<file path="src/hw/rtl/lru_pkg.sv">
package lru_pkg;

  localparam int PAGE_W          = 32;
  localparam int COUNT_W         = 4;
  localparam int FAULT_W         = 32;
  localparam int LIMIT_W         = 4;
  localparam int MAX_FRAMES_DEF  = 8;
  localparam logic [LIMIT_W-1:0] FRAME_LIMIT_RESET = 4'd8;

  // broadcast from the top level to every cell of the stack
  typedef struct packed {
    logic              update;
    logic [PAGE_W-1:0] page;
  } lru_bcast_t;

  // per-cell position flags worked out by the top level
  typedef struct packed {
    logic in_range;
    logic below_stop;
  } lru_cell_pos_t;

endpackage

</file>
<file path="src/hw/rtl/lru_ifaces.sv">
interface lru_req_if;
  import lru_pkg::*;

  logic              valid;
  logic              ready;
  logic [PAGE_W-1:0] page_number;

  modport source (output valid, output page_number, input ready);
  modport sink   (input valid, input page_number, output ready);
endinterface

interface lru_rsp_if;
  import lru_pkg::*;

  logic               valid;
  logic               ready;
  logic               hit;
  logic               evicted_valid;
  logic [PAGE_W-1:0]  evicted_page;
  logic [COUNT_W-1:0] resident_count;
  logic [FAULT_W-1:0] fault_total;

  modport source (output valid, output hit, output evicted_valid, output evicted_page,
                  output resident_count, output fault_total, input ready);
  modport sink   (input valid, input hit, input evicted_valid, input evicted_page,
                  input resident_count, input fault_total, output ready);
endinterface

</file>
<file path="src/hw/rtl/lru_cell.sv">
module lru_cell (
  input  logic                                clk,
  input  lru_pkg::lru_bcast_t                 bcast,
  input  lru_pkg::lru_cell_pos_t              pos,
  input  logic                                shift_in,
  input  logic [lru_pkg::PAGE_W-1:0]          prev_entry,
  output logic [lru_pkg::PAGE_W-1:0]          entry,
  output logic                                match,
  output logic                                shift_out
);
  import lru_pkg::*;

  assign match     = pos.in_range && (entry == bcast.page);
  // the shift wave stops at the matching cell or at the last cell taking part
  assign shift_out = shift_in && !match && pos.below_stop;

  always_ff @(posedge clk) begin
    if (bcast.update && shift_in) begin
      entry <= prev_entry;
    end
  end

endmodule

</file>
<file path="src/hw/rtl/lru_page_replacement_core.sv">
// LRU page replacement core. Each accepted page reference is looked up in a row of
// MAX_FRAMES cells holding the resident pages, most recent first; all cells compare
// at once and the hit or new page is placed at the top while the more recent pages
// shift down one cell, all in the cycle of acceptance. One reference is taken per
// cycle while req.ready is high; its result appears in the output register on the
// next cycle. The clock rate is set by the compare and shift chain in the cell row.
// Users write frame_limit via cfg_we/cfg_wdata only while idle; the core does not check.
module lru_page_replacement_core #(
  parameter int MAX_FRAMES = lru_pkg::MAX_FRAMES_DEF
) (
  input  logic                          clk,
  input  logic                          rst,
  input  logic                          cfg_we,
  input  logic [lru_pkg::LIMIT_W-1:0]   cfg_wdata,
  lru_req_if.sink                       req,
  lru_rsp_if.source                     rsp
);
  import lru_pkg::*;

  localparam int OCC_W = $clog2(MAX_FRAMES + 1);
  localparam int LW    = (OCC_W > LIMIT_W) ? OCC_W : LIMIT_W;
  localparam logic [LW-1:0] MAX_L = LW'(MAX_FRAMES);

  logic [LIMIT_W-1:0] frame_limit;
  logic [OCC_W-1:0]   occupancy;
  logic [OCC_W-1:0]   occupancy_next;
  logic [FAULT_W-1:0] fault_counter;
  logic [FAULT_W-1:0] fault_counter_next;

  logic               accept;
  logic [LW-1:0]      lim_eff;
  logic [LW-1:0]      occ_l;
  logic [LW-1:0]      stop;
  logic               push;
  logic               hit_c;
  logic               evict_c;
  logic [PAGE_W-1:0]  evicted_c;

  lru_bcast_t          bcast;
  lru_cell_pos_t       pos     [MAX_FRAMES];
  logic [PAGE_W-1:0]   entries [MAX_FRAMES];
  logic [PAGE_W-1:0]   prev    [MAX_FRAMES];
  logic [MAX_FRAMES:0] shift;
  logic [MAX_FRAMES-1:0] hit_vec;

  assign accept      = req.valid && req.ready;
  assign req.ready   = !rsp.valid || rsp.ready;
  assign bcast.update = accept;
  assign bcast.page   = req.page_number;

  always_comb begin
    lim_eff = LW'(frame_limit);
    if (lim_eff == '0) begin
      lim_eff = LW'(1);
    end else if (lim_eff > MAX_L) begin
      lim_eff = MAX_L;
    end
  end

  assign occ_l   = LW'(occupancy);
  assign push    = occ_l < lim_eff;
  assign hit_c   = |hit_vec;
  assign evict_c = !hit_c && !push;
  // last cell the shift reaches on a miss
  assign stop    = push ? occ_l : (occ_l - LW'(1));

  assign shift[0] = 1'b1;

  for (genvar i = 0; i < MAX_FRAMES; i++) begin : g_cell
    assign pos[i].in_range   = LW'(i) < occ_l;
    assign pos[i].below_stop = LW'(i) < stop;
    if (i == 0) begin : g_top
      assign prev[i] = req.page_number;
    end else begin : g_rest
      assign prev[i] = entries[i-1];
    end

    lru_cell u_cell (
      .clk        (clk),
      .bcast      (bcast),
      .pos        (pos[i]),
      .shift_in   (shift[i]),
      .prev_entry (prev[i]),
      .entry      (entries[i]),
      .match      (hit_vec[i]),
      .shift_out  (shift[i+1])
    );
  end

  // least recent resident page
  always_comb begin
    evicted_c = '0;
    for (int i = 0; i < MAX_FRAMES; i++) begin
      if (LW'(i) == stop) begin
        evicted_c = evicted_c | entries[i];
      end
    end
    if (!evict_c) begin
      evicted_c = '0;
    end
  end

  always_comb begin
    occupancy_next     = occupancy;
    fault_counter_next = fault_counter;
    if (accept && !hit_c) begin
      if (fault_counter != '1) begin
        fault_counter_next = fault_counter + FAULT_W'(1);
      end
      if (push) begin
        occupancy_next = occupancy + OCC_W'(1);
      end
    end
  end

  always_ff @(posedge clk) begin
    if (rst) begin
      frame_limit   <= FRAME_LIMIT_RESET;
      occupancy     <= '0;
      fault_counter <= '0;
      rsp.valid     <= 1'b0;
    end else begin
      if (cfg_we) begin
        frame_limit <= cfg_wdata;
      end
      occupancy     <= occupancy_next;
      fault_counter <= fault_counter_next;
      if (accept) begin
        rsp.valid <= 1'b1;
      end else if (rsp.ready) begin
        rsp.valid <= 1'b0;
      end
    end
  end

  always_ff @(posedge clk) begin
    if (accept) begin
      rsp.hit            <= hit_c;
      rsp.evicted_valid  <= evict_c;
      rsp.evicted_page   <= evicted_c;
      rsp.resident_count <= COUNT_W'(occupancy_next);
      rsp.fault_total    <= fault_counter_next;
    end
  end

  a_occ_bound: assert property (@(posedge clk) disable iff (rst)
    LW'(occupancy) <= MAX_L)
    else $error("occupancy above built depth");

  a_hit_no_evict: assert property (@(posedge clk) disable iff (rst)
    rsp.valid |-> !(rsp.hit && rsp.evicted_valid))
    else $error("hit reported with an eviction");

  a_fault_count: assert property (@(posedge clk) disable iff (rst)
    (accept && !hit_c && fault_counter != '1) |=> fault_counter == $past(fault_counter) + 1'b1)
    else $error("fault counter did not advance on a miss");

  a_evict_keeps_occ: assert property (@(posedge clk) disable iff (rst)
    (accept && evict_c) |=> occupancy == $past(occupancy))
    else $error("occupancy changed on an eviction");

  a_single_match: assert property (@(posedge clk) disable iff (rst)
    accept |-> $onehot0(hit_vec))
    else $error("page resident in more than one cell");

endmodule

</file>
<file path="src/flat_wrapper.sv">
// flat-port wrapper written by rule: the top's interface ports become plain ports
module lru_page_replacement_core_flat import lru_pkg::*;
#(
  parameter int MAX_FRAMES = lru_pkg::MAX_FRAMES_DEF
)
  (clk, rst, cfg_we, cfg_wdata, req_valid, req_page_number, req_ready, rsp_valid, rsp_hit, rsp_evicted_valid, rsp_evicted_page, rsp_resident_count, rsp_fault_total, rsp_ready);
  lru_req_if req_i ();
  lru_rsp_if rsp_i ();
  input  logic clk;
  input  logic rst;
  input  logic cfg_we;
  input  logic [lru_pkg::LIMIT_W-1:0] cfg_wdata;
  input wire logic [$bits(req_i.valid)-1:0] req_valid;
  input wire logic [$bits(req_i.page_number)-1:0] req_page_number;
  output wire logic [$bits(req_i.ready)-1:0] req_ready;
  output wire logic [$bits(rsp_i.valid)-1:0] rsp_valid;
  output wire logic [$bits(rsp_i.hit)-1:0] rsp_hit;
  output wire logic [$bits(rsp_i.evicted_valid)-1:0] rsp_evicted_valid;
  output wire logic [$bits(rsp_i.evicted_page)-1:0] rsp_evicted_page;
  output wire logic [$bits(rsp_i.resident_count)-1:0] rsp_resident_count;
  output wire logic [$bits(rsp_i.fault_total)-1:0] rsp_fault_total;
  input wire logic [$bits(rsp_i.ready)-1:0] rsp_ready;
  assign req_i.valid = req_valid;
  assign req_i.page_number = req_page_number;
  assign req_ready = req_i.ready;
  assign rsp_valid = rsp_i.valid;
  assign rsp_hit = rsp_i.hit;
  assign rsp_evicted_valid = rsp_i.evicted_valid;
  assign rsp_evicted_page = rsp_i.evicted_page;
  assign rsp_resident_count = rsp_i.resident_count;
  assign rsp_fault_total = rsp_i.fault_total;
  assign rsp_i.ready = rsp_ready;
  lru_page_replacement_core #(.MAX_FRAMES(MAX_FRAMES)) u_core (.clk(clk), .rst(rst), .cfg_we(cfg_we), .cfg_wdata(cfg_wdata), .req(req_i), .rsp(rsp_i));
endmodule
</file>
<file path="config.mk">
export PLATFORM = sky130hd
export DESIGN_NAME = lru_page_replacement_core_flat
export DESIGN_NICKNAME = d
export VERILOG_FILES = /design/src/hw/rtl/lru_pkg.sv /design/src/hw/rtl/lru_ifaces.sv /design/src/hw/rtl/lru_cell.sv /design/src/hw/rtl/lru_page_replacement_core.sv /design/src/flat_wrapper.sv
export SDC_FILE = /design/constraint.sdc
export NUM_CORES = 1
export LEC_CHECK = 0
export ABC_AREA = 0
export BUFFER_PORTS_ARGS = -buffer_cell sky130_fd_sc_hd__buf_2
export CAP_MARGIN = 15
export CORE_ASPECT_RATIO = 0.9
export CORE_UTILIZATION = 55
export DETAILED_ROUTE_END_ITERATION = 12
export GPL_TIMING_DRIVEN = 0
export PLACE_DENSITY = 0.69
export SLEW_MARGIN = 20
export SYNTH_ARGS = -nofsm -noshare
export SYNTH_HDL_FRONTEND = slang
export SYNTH_HIERARCHICAL = 1
export SYNTH_SLANG_ARGS = --single-unit
</file>
<file path="constraint.sdc">
create_clock -name clk -period 6.9 [get_ports clk]
set_clock_uncertainty 0.05 [all_clocks]
set_input_delay 1.38 -clock clk [delete_from_list [all_inputs] [get_ports clk]]
set_output_delay 1.38 -clock clk [all_outputs]
set_load 0.005 [all_outputs]
</file>
==> impl_results.md, run 1 <==
* Pwr/cell area at 248 nW/um^2
* Vias at 17500
* Io pins at 113
* Critical Path Max Stage Delay at 0.54 ns
* Worst Setup End Kind: register
* Hold WS at 0.469 ns
* Final Hold Fails at 0
* Final setup fails at 0
* Setup Buffers After CTS at 0
* Initial DRT Pass Iterations at 6
* CTS Hold Bufs at 0
* Measured slew at the worst slew-check pin at 1.22 ns
* DRC at 0
* PortBufs at 111
* Vias in the first global route at 16300
* Minimum clock period at 6.26 ns
* Most frequent CP cell: nand2_1
* Gr ovfl total at 0
* HP Start: u_core/frame_limit[0]
* Fin crit share at 0.908
* H-Tree Depth at 2
* Post-DP HPWL at 53700 um
* Clk slew on worst S/H paths at 0.06 ns
* TritonCTS Buffers at 40
* Die X at 204 um
* Tot Pwr at 5.69 mW
* Die Y at 184 um
* Fin nets at 2147
* Setup TNS at 0 ns
* DRT antenna net count at 0
* Dpl cell area at 21600 sq um
* Die ar. at 37500 sq um
* Hold Crit Depth at 2
* Fin area at 22900 sq um
* Worst Hold Endpoint: u_core/frame_limit[0]
* Clock Sinks at 367
* Syn-to-layout area delta at 13.4%
* R2r endpoint: u_core/g_cell[7].u_cell/entry[31]
* Mapped cell area at 20200 sq um
* Largest net degree at the start of global routing at 42
* Post-CTS Resized at 0
* Max clock buf depth at 3
* Crit path buf inv count at 3
* Root Buffer: clkbuf_16
* Post-Synthesis Cells at 1936
* RSZ-0062 raised after global routing: no
* Fin cells at 2608
* Worst hold path type: register to register
* Crit path launch type: register
* Worst EP arrival at 6.46 ns
* Worst skew pair latency at 0.56 ns
* Max-cap violations at 0
* Core area at 36200 sq um
* # fillers at 2918
* Worst VDD drop at 241 uV
* Reg2Reg Depth at 25
* CP required at 7.10 ns
* GRT Total Usage at 0.382
* Final wirelength at 72600 um
* Delay-heaviest family, CP: compound AO/OA/AOI/OAI gates
* Ys Warns at 6
* Fin. max-slew vios at 0
* CP max stage cell: a221o_1
* CP max FO at 17
* Fmax at 0.160 GHz
* Total number of cells along the worst setup path at 25
* Worst rel slew slack at 0.181
* Type of the worst setup path: register to register
* Worst R2R Start: u_core/frame_limit[3]
* Avg Cell Area, Syn at 10.4 sq um
* Starting Density at 0.559
* Routability cong. at 1.02
* Row count at 66
* Drt via density at 6.72
* LEAKAGE at 7.17 nW
* Initial DRC Count at 2886
* Placed Cells at 2533
* Initial antenna violation count at 1
* First-pass GRT wire length at 104000 um
* Routed len/inst at 27.8 um
* Worst reg-to-reg setup slack at 0.64 ns
* Ratio of cells with drive above 1 in the final layout at 0.112
* Status: completed
* CTS tree: done
==> worst max-delay path by stage <==
stage | start | end | slack, ns
final | u_core/frame_limit[3] | u_core/g_cell[7].u_cell/entry[31] | 0.64
after global routing | u_core/frame_limit[3] | u_core/g_cell[7].u_cell/entry[0] | 0.33
after CTS | u_core/frame_limit[3] | u_core/g_cell[7].u_cell/entry[1] | 0.78
after detailed placement | u_core/frame_limit[3] | u_core/g_cell[7].u_cell/entry[28] | 0.81
after global placement | u_core/frame_limit[3] | u_core/g_cell[7].u_cell/entry[28] | 0.15
after floorplan | rsp_ready | u_core/g_cell[7].u_cell/entry[0] | 2.09
==> report_power, final <==
| part | internal [mW] | total [mW] | switching (mW) |
|---|---|---|---|
| clock | 1.26 | 2.18 | 0.916 |
| combinational | 0.266 | 0.994 | 0.728 |
| sequential | 2.47 | 2.51 | 0.0461 |
| total | 4.00 | 5.69 | 1.69 |
==> worst min-delay path: cells and delay by family, from the launching register on <==
kind	cells	cell delay [ns]
and+or+nand+nor	1	0.08
muxes	1	0.07
DFF	1	0.33
==> layout by cell type (no fill, tap or decap), types with 36 or more instances in the layout <==
cell type	n
o21ai_0	36
clkbuf_16	43
xnor2_1	259
buf_2	117
a21oi_1	135
nand4_1	262
edfxtp_1	326
dfxtp_1	41
clkbuf_1	130
nor3_1	49
o211ai_1	129
nand2_1	294
==> metrics by stage <==
step	utilization	worst slack, ns
6_report	0.633	0.636
5_1_grt	0.633	0.326
4_1_cts	0.633	0.776
3_5_place_dp	0.596	0.807
3_3_place_gp	0.591	0.146
2_1_floorplan	-	2.09
==> flip-flops by register name (all words and copies together) (netlist names) <==
signal and flops:
u_core/fault_counter 32, u_core/frame_limit 4, u_core/g_cell.u_cell/entry 256, u_core/occ_l 4, u_core/rsp.evicted_page 32, u_core/rsp.evicted_valid 1, u_core/rsp.fault_total 32, u_core/rsp.hit 1
u_core/rsp.resident_count 4, u_core/rsp.valid 1
==> per-layer routing <==
metal | track usage | share of wire
met5 | 0 | 0
met4 | 0.164 | 0.049
met3 | 0.113 | 0.13
met2 | 0.580 | 0.43
met1 | 0.509 | 0.38
==> area by class of cell <==
class,instances,area (sq um),share of cell area
Sequential cell,367,10600,0.463
Multi-Input combinational cell,1416,9040,0.395
Clock buffer,57,1170,0.0510
Timing Repair Buffer,120,746,0.0326
Tap cell,476,596,0.0260
Buffer,141,544,0.0238
Clock inverter,17,153,0.00666
Inverter,13,48.8,0.00213
Antenna cell,1,2.50,0.000109
(Power assumes the default switching activity.)
==> run 2: changes to the inputs <==
--- a/config.mk
+++ b/config.mk
@@ -16,5 +16,4 @@
 export SLEW_MARGIN = 20
 export SYNTH_ARGS = -nofsm -noshare
 export SYNTH_HDL_FRONTEND = slang
-export SYNTH_HIERARCHICAL = 1
 export SYNTH_SLANG_ARGS = --single-unit
==> impl_results.md, run 2 <==
* Syn-to-layout area delta at 15.3%
* RSZ-0062 raised after global routing: no
* Combinational power share at 0.179 (+0.004)
* CP max FO at 11 (-6)
* Status: completed
* DRC at 0 (unchanged)
* Register area share after synthesis at 0.569
* Syn_nets at 1496
* Max clock buf depth at 3 (unchanged)
* Avg Cell Area, Syn at 12.9 sq um (+24%)
* Number of synthesized flops with an enable pin at 326
* Final setup fails at 0 (unchanged)
* Pwr/cell area at 290 nW/um^2 (+17%)
* Mapped cell area at 18700 sq um (-7.7%)
* Dpl cell area at 20000 sq um (-7.1%)
* Fin area at 21500 sq um (-6.1%)
* Ys Warns at 0 (-6)
* Setup Buffers After CTS at 0 (unchanged)
* Post-CTS Resized at 0 (unchanged)
* Final Hold Fails at 0 (unchanged)
* Worst skew pair latency at 0.57 ns (about the same)
* Most common cell in the netlist: edfxtp_1
* Max-cap violations at 0 (unchanged)
* Ratio of cells with drive above 1 in the final layout at 0.194 (+0.0826)
* Sw Ratio at 0.285 (-0.0124)
* Routed len/inst at 28.7 um (+3.2%)
* Async S/R FF share, synth at 0
* Psw at 1.78 mW (+5.1%)
* LEAKAGE at 7.46 nW (+4.0%)
* Initial DRT Pass Iterations at 6 (unchanged)
* Fin cells at 2102 (-19%)
* Worst rel slew slack at 0.198 (+0.0175)
* DRT antenna net count at 0 (unchanged)
* H-Tree Depth at 2 (unchanged)
* Pint at 4.46 mW (+12%)
* Type of the worst setup path: register to register
* CP required at 7.10 ns (about the same)
* Gr ovfl total at 0 (unchanged)
* Commonest non-fill, non-tap cells in the layout: 326 x edfxtp_1, 173 x xor2_1, 124 x buf_2
* Fin nets at 1664 (-22%)
* Row count at 63 (-4.5%)
* Routability cong. at 1.08 (+5.2%)
* Drt via density at 6.51 (-3.1%)
* GRT Total Usage at 0.349 (-0.0333)
* Post-Synthesis Cells at 1447 (-25%)
* Metal2 WL at 25400 um (-19%)
* Commonest non-fill, non-tap cell in the layout: edfxtp_1
* Vias in the first global route at 12900 (-21%)
* Fin. max-slew vios at 0 (unchanged)
* Die X at 196 um (-3.9%)
* Placed Cells at 2028 (-20%)
* Minimum clock period at 4.99 ns (-1.28 ns)
* Core area at 33200 sq um (-8.3%)
* Largest register FFs at 256 (unchanged)
* Yosys reg bits at 367
* Ant. Diodes at 0 (-1)
* PortBufs at 110 (-0.90%)
* Dominant cells by area after synthesis: edfxtp_1 52%, xor2_1 8.1%, xnor2_1 5.4%, dfxtp_1 4.4%, a221oi_1 3.9%
* Top sig layer: met4
* Sequential share of power at 0.430 (-0.012)
* Clk slew on worst S/H paths at 0.06 ns (about the same)
* Vias at 13700 (-22%)
* Setup TNS at 0 ns (unchanged)
* Yosys top cell by area: edfxtp_1
* Largest Register: u_core.g_cell.u_cell.entry
* Crit path launch type: register
* First-pass GRT wire length at 86200 um (-18%)
* Tot Pwr at 6.24 mW (+9.7%)
* Largest net degree at the start of global routing at 53 (+26%)
* Post-DP HPWL at 45900 um (-14%)
* Clk pwr share at 0.391 (+0.008)
* TritonCTS Buffers at 40 (unchanged)
* Io pins at 113 (unchanged)
* Worst hold path type: register to register
* Main synth FF type: edfxtp_1
* CTS tree: done
* Fin crit share at 0.723 (-0.185)
* Met3 wire len at 7380 um (-24%)
* Initial DRC Count at 1888 (-35%)
* Starting Density at 0.562 (+0.00341)
* Initial antenna violation count at 0 (-1)
* Measured slew at the worst slew-check pin at 1.19 ns (-0.0271 ns)
* Worst Setup End Kind: register
* Worst VDD drop at 224 uV (-7.0%)
* Die ar. at 34700 sq um (-7.6%)
* Clock Sinks at 367 (unchanged)
* Fmax at 0.201 GHz (+26%)
* Yosys top cell area share at 0.525
* Final wirelength at 60400 um (-17%)
* CTS Hold Bufs at 0 (unchanged)
* Worst EP arrival at 5.18 ns (-1.28 ns)
* WL met1 at 25200 um (-9.3%)
* Yosys cell types at 66
* Synth top cells by count: 326 x edfxtp_1, 173 x xor2_1, 115 x xnor2_1
* Die Y at 177 um (-3.9%)
* Hold WS at 0.449 ns (-0.0198 ns)
* Root Buffer: clkbuf_16
run 2: power by group through the flow:
stage | clock [mW] | sequential (mW) | combinational, mW
after global routing | 2.52 | 2.69 | 1.16
final | 2.44 | 2.68 | 1.12
after global placement | 0 | 2.73 | 1.04
after detailed placement | 0 | 2.72 | 1.07
after floorplan | 0 | 2.70 | 0.643
after CTS | 2.45 | 2.68 | 1.08
run 2: stage by stage:
stage	worst slack (ns)	util
6_report	1.91	0.648
5_1_grt	1.75	0.648
4_1_cts	1.96	0.648
3_5_place_dp	1.68	0.604
3_3_place_gp	-2.41	0.597
2_1_floorplan	0.421	-
run 2: kinds of logic after synthesis:
kind of cell | share of synthesized area
adders and majority gates | 0.00537
and+or+nand+nor | 0.101
muxes | 0.0556
buffers and inverters | 0.0349
xor gates and xnor gates | 0.135
DFF | 0.569
AOI/OAI and AO/OA | 0.0993
run 2: worst max-delay path, stage by stage, from the launching register on:
cell and delay (ns):
dfxtp_1 0.33, buf_2 0.21, inv_1 0.11, clkbuf_1 0.55
ha_1 0.41, o21ai_1 0.23, nand4_1 0.23, nor3_1 0.14
a31oi_4 0.23, nand2_1 0.12, nor4b_4 0.77, buf_8 0.25
nor4b_4 0.52, buf_6 0.26, buf_4 0.23
run 2: path summary, 6_finish.rpt:
check             depth (start not counted)  slack, ns                           endpoint                         startpoint
setup reg to reg                         14       1.91  u_core.g_cell[7].u_cell.entry[27]                    u_core.occ_l[0]
hold reg to reg                           0       0.45  u_core.g_cell[2].u_cell.entry[18]  u_core.g_cell[1].u_cell.entry[18]
setup / recovery                         14       1.91  u_core.g_cell[7].u_cell.entry[27]                    u_core.occ_l[0]
hold / removal                            0       0.45  u_core.g_cell[2].u_cell.entry[18]  u_core.g_cell[1].u_cell.entry[18]
run 2: layout make-up:
cell class,count,area (sq um)
buffer,113,599
clock buffer,50,1100
clock inverter,24,379
fill,2585,11700
inverter,14,52.6
multi-input combinational,953,7440
sequential,367,10600
tap,455,569
timing repair buffer,126,762
run 2: layer usage:
metal | track usage | up-vias
li1 | - | 5870
met1 | 0.517 | 6804
met2 | 0.500 | 879
met3 | 0.0741 | 129
met4 | 0.138 | 0
met5 | 0 | -
